===== config.mk =====
export PLATFORM = sky130hd
export DESIGN_NAME = gcd_lcm_unit_core
export DESIGN_NICKNAME = d
export VERILOG_FILES = /design/src/sv/glu_pkg.sv /design/src/sv/glu_dpath.sv /design/src/sv/glu_ctrl.sv /design/src/sv/gcd_lcm_unit_core.sv
export SDC_FILE = /design/constraint.sdc
export NUM_CORES = 2
export LEC_CHECK = 0
export ABC_AREA = 0
export BUFFER_PORTS_ARGS = -buffer_cell sky130_fd_sc_hd__buf_4
export CORE_MARGIN = 5
export CORE_UTILIZATION = 40
export CTS_CLUSTER_SIZE = 24
export DETAILED_ROUTE_END_ITERATION = 8
export GPL_TIMING_DRIVEN = 0
export SYNTH_ARGS = -nofsm -noshare
export SYNTH_HDL_FRONTEND = slang
export SYNTH_SLANG_ARGS = --single-unit

===== constraint.sdc =====
create_clock -name i_clk -period 9.8 [get_ports i_clk]
set_input_delay 0 -clock i_clk [delete_from_list [all_inputs] [get_ports i_clk]]
set_output_delay 0 -clock i_clk [all_outputs]
set_load 0.03 [all_outputs]

===== src/sv/glu_pkg.sv =====
// ----------------------------------------------------------------------------
// glu_pkg: shared types and constants of the GCD / LCM unit
// Operand and result widths, the divider step count, controller states and
// the command and status bundles between controller and datapath.
// ----------------------------------------------------------------------------
package glu_pkg;

    // Operand magnitude width: the magnitude of a 32-bit value fits 32 bits.
    localparam int OpW      = 32;
    localparam int ValueW   = 63;
    localparam int DivSteps = OpW;
    localparam int CntW     = $clog2(DivSteps + 1);

    // Command codes carried by the item.
    localparam logic CMD_GCD = 1'b0;
    localparam logic CMD_LCM = 1'b1;

    typedef enum logic [2:0] {
        S_IDLE,
        S_CHECK,
        S_EDIV,
        S_LDIV,
        S_FIN
    } t_state;

    // Commands from the controller to the datapath.
    typedef struct packed {
        logic load;      // capture operands and start Euclid
        logic e_start;   // start divide b / a
        logic l_start;   // start divide |x| / gcd
        logic step;      // one restoring divide step
        logic e_upd;     // b <= a, a <= remainder
        logic mul;       // result <= quotient * |y|
        logic set_gcd;   // result <= b
        logic set_zero;  // result <= 0
    } t_dp_cmd;

    // Status from the datapath to the controller.
    typedef struct packed {
        logic a_zero;
        logic lcm_zero;
        logic is_lcm;
        logic div_done;
    } t_dp_stat;

    // Magnitude of a two's-complement operand; the most negative value
    // maps onto 2^31, which still fits the unsigned width.
    function automatic logic [OpW-1:0] magnitude(input logic [OpW-1:0] v);
        logic [OpW-1:0] m;
        m = v[OpW-1] ? (~v + {{(OpW-1){1'b0}}, 1'b1}) : v;
        return m;
    endfunction

endpackage


===== src/sv/glu_dpath.sv =====
// ----------------------------------------------------------------------------
// glu_dpath: datapath of the GCD / LCM unit
// Holds the operand magnitudes, the Euclid pair, a shared radix-2 restoring
// divider, one 32x32 multiplier and the result register.
// ----------------------------------------------------------------------------
module glu_dpath
    import glu_pkg::*;
(
    input  logic              i_clk,
    input  logic              i_rst_n,
    input  t_dp_cmd           i_cmd,
    input  logic              i_command,
    input  logic [OpW-1:0]    i_x,
    input  logic [OpW-1:0]    i_y,
    output t_dp_stat          o_stat,
    output logic [ValueW-1:0] o_result
);

    logic              r_cmd;
    logic [OpW-1:0]    r_ax;
    logic [OpW-1:0]    r_ay;
    logic [OpW-1:0]    r_a;
    logic [OpW-1:0]    r_b;
    logic [OpW-1:0]    r_rem;
    logic [OpW-1:0]    r_quo;
    logic [OpW-1:0]    r_dvsr;
    logic [CntW-1:0]   r_cnt;
    logic [ValueW-1:0] r_res;

    logic [OpW:0]      shifted;
    logic              fits;
    logic [OpW:0]      diff;
    logic [2*OpW-1:0]  product;

    // One restoring divide step: shift in the next dividend bit and subtract
    // the divisor when it fits.
    always_comb begin
        shifted = {r_rem, r_quo[OpW-1]};
        diff    = shifted - {1'b0, r_dvsr};
        fits    = (shifted >= {1'b0, r_dvsr});
        product = r_quo * r_ay;
    end

    // Step counter of the divider.
    always_ff @(posedge i_clk) begin
        if (!i_rst_n) begin
            r_cnt <= '0;
        end else if (i_cmd.e_start || i_cmd.l_start) begin
            r_cnt <= CntW'(DivSteps);
        end else if (i_cmd.step) begin
            r_cnt <= r_cnt - {{(CntW-1){1'b0}}, 1'b1};
        end
    end

    // Operand, Euclid pair and divider registers.
    always_ff @(posedge i_clk) begin
        if (i_cmd.load) begin
            r_cmd <= i_command;
            r_ax  <= magnitude(i_x);
            r_ay  <= magnitude(i_y);
            r_a   <= magnitude(i_x);
            r_b   <= magnitude(i_y);
        end else if (i_cmd.e_upd) begin
            r_b <= r_a;
            r_a <= r_rem;
        end

        if (i_cmd.e_start) begin
            r_rem  <= '0;
            r_quo  <= r_b;
            r_dvsr <= r_a;
        end else if (i_cmd.l_start) begin
            r_rem  <= '0;
            r_quo  <= r_ax;
            r_dvsr <= r_b;
        end else if (i_cmd.step) begin
            r_rem <= fits ? diff[OpW-1:0] : shifted[OpW-1:0];
            r_quo <= {r_quo[OpW-2:0], fits};
        end
    end

    // Result register: gcd, zero, or the registered product.
    always_ff @(posedge i_clk) begin
        if (i_cmd.set_gcd) begin
            r_res <= {{(ValueW-OpW){1'b0}}, r_b};
        end else if (i_cmd.set_zero) begin
            r_res <= '0;
        end else if (i_cmd.mul) begin
            r_res <= product[ValueW-1:0];
        end
    end

    // Status toward the controller.
    always_comb begin
        o_stat.a_zero   = (r_a == '0);
        o_stat.lcm_zero = (r_ax == '0) || (r_ay == '0);
        o_stat.is_lcm   = (r_cmd == CMD_LCM);
        o_stat.div_done = (r_cnt == '0);
    end

    assign o_result = r_res;

endmodule


===== src/sv/glu_ctrl.sv =====
// ----------------------------------------------------------------------------
// glu_ctrl: controller of the GCD / LCM unit
// Sequences Euclid's remainder loop, the LCM divide and multiply, and the
// hand-off of the result to the output register.
// ----------------------------------------------------------------------------
module glu_ctrl
    import glu_pkg::*;
(
    input  logic     i_clk,
    input  logic     i_rst_n,
    input  logic     i_start,
    input  logic     i_out_free,
    input  t_dp_stat i_stat,
    output t_dp_cmd  o_cmd,
    output logic     o_in_ready,
    output logic     o_out_load
);

    t_state r_state;
    t_state n_state;

    // State register.
    always_ff @(posedge i_clk) begin
        if (!i_rst_n) begin
            r_state <= S_IDLE;
        end else begin
            r_state <= n_state;
        end
    end

    // Next state and datapath commands.
    always_comb begin
        n_state    = r_state;
        o_cmd      = '0;
        o_in_ready = 1'b0;
        o_out_load = 1'b0;
        case (r_state)
            S_IDLE: begin
                o_in_ready = 1'b1;
                if (i_start) begin
                    o_cmd.load = 1'b1;
                    n_state    = S_CHECK;
                end
            end
            S_CHECK: begin
                if (!i_stat.a_zero) begin
                    o_cmd.e_start = 1'b1;
                    n_state       = S_EDIV;
                end else if (!i_stat.is_lcm) begin
                    o_cmd.set_gcd = 1'b1;
                    n_state       = S_FIN;
                end else if (i_stat.lcm_zero) begin
                    o_cmd.set_zero = 1'b1;
                    n_state        = S_FIN;
                end else begin
                    o_cmd.l_start = 1'b1;
                    n_state       = S_LDIV;
                end
            end
            S_EDIV: begin
                if (i_stat.div_done) begin
                    o_cmd.e_upd = 1'b1;
                    n_state     = S_CHECK;
                end else begin
                    o_cmd.step = 1'b1;
                end
            end
            S_LDIV: begin
                if (i_stat.div_done) begin
                    o_cmd.mul = 1'b1;
                    n_state   = S_FIN;
                end else begin
                    o_cmd.step = 1'b1;
                end
            end
            S_FIN: begin
                if (i_out_free) begin
                    o_out_load = 1'b1;
                    n_state    = S_IDLE;
                end
            end
            default: begin
                n_state = S_IDLE;
            end
        endcase
    end

`ifndef SYNTHESIS
    a_start_to_check: assert property (@(posedge i_clk) disable iff (!i_rst_n)
        (r_state == S_IDLE && i_start) |=> (r_state == S_CHECK))
        else $error("accepted item did not enter the check state");
    a_div_runs: assert property (@(posedge i_clk) disable iff (!i_rst_n)
        (r_state == S_EDIV && !i_stat.div_done) |=> (r_state == S_EDIV))
        else $error("Euclid divide left before its last step");
    a_fin_holds: assert property (@(posedge i_clk) disable iff (!i_rst_n)
        (r_state == S_FIN && !i_out_free) |=> (r_state == S_FIN))
        else $error("result dropped while the output register was full");
`endif

endmodule


===== src/sv/gcd_lcm_unit_core.sv =====
// ----------------------------------------------------------------------------
// gcd_lcm_unit_core: GCD or LCM of two signed 32-bit operands
// A GCD result follows k Euclid remainder steps (k at most about 46). Each
// step is a check state, then the divider's 32 radix-2 steps and a final
// done check. LCM adds the divide |x| / gcd and the multiply. One item at a
// time: a new item is taken in the cycle after the result moves to the
// output register. Synchronous active-low reset clears all control.
// ----------------------------------------------------------------------------
module gcd_lcm_unit_core
    import glu_pkg::*;
(
    input  logic              i_clk,
    input  logic              i_rst_n,
    input  logic              i_in_valid,
    output logic              o_in_ready,
    input  logic              i_command,
    input  logic [OpW-1:0]    i_x,
    input  logic [OpW-1:0]    i_y,
    output logic              o_out_valid,
    input  logic              i_out_ready,
    output logic [ValueW-1:0] o_value
);

    t_dp_cmd           dp_cmd;
    t_dp_stat          dp_stat;
    logic [ValueW-1:0] result;
    logic              start;
    logic              out_free;
    logic              out_load;
    logic              r_out_valid;
    logic [ValueW-1:0] r_out_value;

    assign start    = i_in_valid && o_in_ready;
    assign out_free = !r_out_valid || i_out_ready;

    glu_ctrl u_ctrl (
        .i_clk      (i_clk),
        .i_rst_n    (i_rst_n),
        .i_start    (start),
        .i_out_free (out_free),
        .i_stat     (dp_stat),
        .o_cmd      (dp_cmd),
        .o_in_ready (o_in_ready),
        .o_out_load (out_load)
    );

    glu_dpath u_dpath (
        .i_clk     (i_clk),
        .i_rst_n   (i_rst_n),
        .i_cmd     (dp_cmd),
        .i_command (i_command),
        .i_x       (i_x),
        .i_y       (i_y),
        .o_stat    (dp_stat),
        .o_result  (result)
    );

    // Output register: holds a finished item while the next one is worked.
    always_ff @(posedge i_clk) begin
        if (!i_rst_n) begin
            r_out_valid <= 1'b0;
        end else if (out_load) begin
            r_out_valid <= 1'b1;
        end else if (i_out_ready) begin
            r_out_valid <= 1'b0;
        end
    end

    always_ff @(posedge i_clk) begin
        if (out_load) begin
            r_out_value <= result;
        end
    end

    assign o_out_valid = r_out_valid;
    assign o_value     = r_out_value;

`ifndef SYNTHESIS
    a_busy_after_accept: assert property (@(posedge i_clk) disable iff (!i_rst_n)
        start |=> !o_in_ready)
        else $error("input ready while an item is in work");
    a_load_when_free: assert property (@(posedge i_clk) disable iff (!i_rst_n)
        out_load |-> out_free)
        else $error("output register overwritten before it was taken");
    a_valid_after_load: assert property (@(posedge i_clk) disable iff (!i_rst_n)
        out_load |=> o_out_valid)
        else $error("loaded result not shown at the output");
`endif

endmodule

# Yosys cells after proc, flatten, opt, wreduce, memory -nomap -nowiden
# Cells that the tools add are included.
# totals
ff_bits	361
latch_bits	0
mem_bits_rw	0
rom_bits	0
inputBits	69
output_inout_bits	65
word_cells	100
mem_count	0
# classes
n_addsub	4
mul	1
div_mod_pow	0
n_lt_le_gt_ge	1
eq_ne	8
shift	0
mux	47
n_bitwise	3
n_reduce_logical	21
# ops
op	n
2-to-1 mux 32 bit	15
zero test 32 bit	3
adder 32 x 1 -> 32 bit (second input constant)	2
NOT 32 bit	2
multiplier 32 x 32 -> 63 bit	1
>= comparator 33 x 32 -> 1 bit	1
subtractor 32 bit	1
2-to-1 mux 3 bit	7
2-to-1 mux 1 bit	19
one-hot mux 3 bit (5 select lines)	1
2-to-1 mux 6 bit	2
!= test 2 bit (second input constant)	4
nonzero test 2 bit	4
OR reduction 2 bit	4
== test 3 x 2 -> 1 bit (second input constant)	2
zero test 6 bit	1
2-to-1 mux 2 bit	3
nonzero test 3 bit	2
subtractor 6 x 1 -> 6 bit (second input constant)	1
AND reduction 4 bit	1
== test 3 x 1 -> 1 bit (second input constant)	1
== test 3 bit (second input constant)	1
zero test 3 bit	1
logical OR 1 bit	3
3 further kinds	3

# Depth between registers and ports, before layout
# logic_depth
ltp_word	8
mapped_depth	28
mapped_depth_nobuf	26

# By module
# A second synthesis with hierarchy kept.
# unflattened
cells_unflattened	5103
area_unflattened_um2	50254.4
# by_module_without_submodules
mod	n_inst	cells_each	area_each_um2
glu_dpath	1	4995	48013.5
gcd_lcm_unit_core	1	68	1946.9
glu_ctrl	1	40	294.0

# Worst setup path after synthesis
# No wires, ideal clock.
# synth_timing
kind	reg2reg
startpoint	register u_dpath.r_ay[2]
endpoint	register u_dpath.r_res[62] (netlist: u_dpath.o_result[62])
t_arrival_ps	7194
setup_slack_ps	2486
stages_incl_launch_ff	24
n_path_buf	2
path_cell_list	edfxtp_1 clkbuf_1 and2_1 fa_1 inv_1 fa_1 fa_1 fa_1 inv_1 fa_1 fa_1 fa_1 fa_1 ha_1 clkbuf_1 nand4_1 nor3_1 nand2_1 o21a_1 o31ai_2 a41oi_2 a21o_1 o311a_1 a211o_1
# synth_via
elab_chain_cells	7
elab_cells_between_ends	8
classes_between	mul (1); mux (4); reduce/logical (3)
# synth_rtl
item	line	rtl
from (decl)	glu_dpath.sv:21	logic [OpW-1:0] r_ay;
from (signal assigned)	glu_dpath.sv:60	r_ay <= magnitude(i_y);
branches (longest 7 deep; another with multiplier 32 x 32 -> 63 bit)	-	
to (signal assigned)	glu_dpath.sv:85	r_res <= {{(ValueW-OpW){1'b0}}, r_b};
to (signal assigned)	glu_dpath.sv:89	r_res <= product[ValueW-1:0];
to (decl)	glu_dpath.sv:28	logic [ValueW-1:0] r_res;
# Several ways; the timed one is not identified.
# A chain may end at the register's enable or synchronous reset.

# Final worst setup path
# layout_timing
startpoint	register u_dpath.r_quo[28]
endpoint	register u_dpath.r_res[61] (netlist: u_dpath.o_result[61])
# layout_via
elab_chain_cells	1
# layout_rtl
item	line	rtl
from (decl)	glu_dpath.sv:25	logic [OpW-1:0] r_quo;
from (signal assigned)	glu_dpath.sv:70	r_quo <= r_b;
from (signal assigned)	glu_dpath.sv:74	r_quo <= r_ax;
from (signal assigned)	glu_dpath.sv:78	r_quo <= {r_quo[OpW-2:0], fits};
multiplier 32 x 32 -> 63 bit	glu_dpath.sv:41	product = r_quo * r_ay;
# Every way passes these cells.

==> impl_metrics.toml <==
[status]
result_of_the_run = "complete, but fails checks"
failed_checks = "negative setup slack"

[sta]
final.hold.worst_slack_ns = 0.0664
peak_freq_mhz = 102
report.final.hold_viol_count = 0
post-route-worst-setup-slack_ns = -0.0118
maxSlewHeadroom = 0.0508
timing_worst_slew_pin_value_ns = 1.42
finalClockSkew_ns = 0.0246
maxSlewViolCount = 0
timing.final.crit_share = 1.00
setup_viol = 1
period_minus_slack_ns = 9.81
grt_setup_unrepaired = "false"

[yosys]
synth_top_area_cell = "fa_1"
synth_area_leaders = "fa_1 (36%), edfxtp_1 (17%), and2_1 (7.7%)"
synthesis.instances = 5071
synth_commonest_cells = "inv_1 (908), fa_1 (896), nand2_1 (645), and2_1 (612), ha_1 (293)"
synth_nets = 6329
synth.most_common_cell = "inv_1"
synth-warning-count = 0
flip_flop_and_latch_count_after_synthesis = 361
synth_cell_type_count = 78
synth_flop_cell = "edfxtp_1"
syn_area_per_cell_um2 = 9.84
seq_total_area_yosys = 0.203
synth_top_cell_area_share = 0.360
synth.cell_area_um2 = 49900
synth-edff-count = 288
synth-async-reset-ratio = 0

[global_route]
largest_net_degree_at_the_start_of_global_routing = 47
track_usage = 0.286
global_route_wire_length_before_repair_mm = 273
vias_in_the_first_global_route = 39500
initial_antenna_violation_count = 11
globalRouteOverflowTotal = 0

[clocking]
ctsRootBufferMaster = "clkbuf_16"
cts_max_path_buffers = 3
clock_pin_transition_on_the_worst_setup_and_hold_timing_paths_ns = 0.07
clk-insertion-delay-late_ns = 0.57
cts-htree-levels = 2
cts-buffers-inserted = 35
tritoncts = "built"
clock_sinks = 361

[worst_setup_path]
critical-path-max-stage-delay_ns = 0.94
cp-end-kind = "register"
worst-path-max-fanout = 10
critical_path_cell_list = "clkdlybuf4s15_1 > nand2_1 > fa_1 > inv_1 > fa_1 > fa_1 > inv_1 > fa_1 > inv_1 > fa_1 > fa_1 > fa_1 > fa_1 > ha_1 > nand4_1 > nor2_1 > nand2_1 > a311oi_2 > o31ai_1 > a21oi_1 > o21bai_1 > a21oi_1 > xnor2_1 > o21ai_0"
cp_data_arrival_time_ns = 10.24
crit_path_top_delay_cell = "clkdlybuf4s15_1"
path_common_cell = "fa_1"
timing.critical_path.from_type = "register"
required_ns = 10.23
crit_path_kind = "reg -> reg"
worst_r2r_path_depth = 24

[hold_path]
hold_path.class = "in -> reg"
instance_count_along_the_most_critical_hold_path = 3

[final_layout]
synthToLayoutAreaGrowth_pct = 10.5
fin_nets = 6581
fillers = 11900
fin_util = 0.445
drive_gt1_frac = 0.0634

[floorplan]
die_width_um = 363
coreArea_um2 = 124000
fp.dieArea_um2 = 132000
fp.dieH_um = 363
io_pins = 134
initial_standard_cell_utilization_of_the_core = 0.403
core.rowCount = 129

[routing]
routed-via-count = 38700
routed_wire_per_std_cell_um = 27.1
first_pass_iters = 5
route.detailed.vias_per_inst = 5.53
drcViolationCount = 0
antenna_left = 0
finalWirelength_mm = 190
detailedRoute.firstIterationViolations = 3992

[placement]
gpl.final_weighted_congestion = 1.09
portBuffers = 132
dp_wirelength_mm = 157

[job]
maxcap_viol_count = 0
## repair_timing
item                                    CTS  global route
setup buffers                             0             0
hold buffers                             72             0
endpoints found under the setup margin    6             8
resized for setup                         4            24
endpoints found under the hold margin    88             0
## cell families after synthesis
kind of cell / after synthesis / synth area share
AND/OR/NAND/NOR: 1551 / 0.157
adder cells (fa/ha/maj): 1189 / 0.433
buffers and inverters: 1184 / 0.0892
AO/OA/AOI/OAI: 507 / 0.0636
flip-flops: 361 / 0.203
XOR/XNOR: 147 / 0.0258
multiplexers: 132 / 0.0289
## worst max-delay path: cells and delay by family, from the launching register on
family          cells  cell delay, ns
compound gates      6            1.76
buf+inv             4            1.17
flops               1            0.69
fa+ha+maj           9            4.68
simple gates        4            1.25
xor+xnor            1            0.15
## routing by layer
metal | share of wire | GRT usage
met1 | 0.39 | 0.383
met3 | 0.11 | 0.0736
met5 | 0.000058 | 0
met2 | 0.44 | 0.442
met4 | 0.054 | 0.127
## area by class of cell
class | instances | area, um2 | area share
clock inverter | 21 | 292 | 0.00529
timing repair buffer | 215 | 1870 | 0.0339
multi-input combinational | 3526 | 35400 | 0.642
clock buffer | 42 | 912 | 0.0166
inverter | 909 | 3410 | 0.0619
sequential | 361 | 10100 | 0.183
buffer | 275 | 1060 | 0.0192
antenna | 14 | 35.0 | 0.000636
tap | 1637 | 2050 | 0.0372
## state kept, by name (all words and copies together), names as in the netlist, 6 cells and up
signal            cells
u_dpath.r_dvsr       32
u_dpath.r_rem        32
u_dpath.r_b          32
u_dpath.o_result     63
u_dpath.r_ax         32
o_value              63
u_dpath.r_quo        32
u_dpath.r_cnt         6
u_dpath.r_a          32
u_dpath.r_ay         32
## placed cells by master, fill, tap and decap left out, types with 72 or more instances in the layout
cell           count
xnor2_1           99
buf_4            134
nand2_1          645
o21ai_0          161
and2_1           612
dfxtp_1           73
a21oi_1          138
ha_1             293
fa_1             896
nor2_1            98
inv_1            906
edfxtp_1         288
dlygate4sd3_1     72
mux2_2            97
clkbuf_1         261
## final timing paths
check                                            end                 start  slack, ns
worst min-delay path                 u_dpath.r_ax[3]                i_x[1]       0.07
worst min register to register           o_value[16]  u_dpath.o_result[16]       0.42
worst max register to register  u_dpath.o_result[61]     u_dpath.r_quo[28]      -0.01
worst max-delay path            u_dpath.o_result[61]     u_dpath.r_quo[28]      -0.01
## through the flow
step | worst slack, ns | instance area (um2) | TNS, ns | cells
final | -0.0118 | 55100 | -0.0118 | 7000
after global routing | 0.00106 | 55100 | 0 | 6986
after CTS | 0.0208 | 55000 | 0 | 6986
after floorplan | 2.49 | 49900 | 0 | 5071
after global placement | -0.352 | 52900 | -1.12 | 6840
after detailed placement | -0.337 | 53100 | -0.890 | 6851
Power is not shown: default switching activity piles up to over one toggle a cycle in this logic, so the estimate is an artifact.
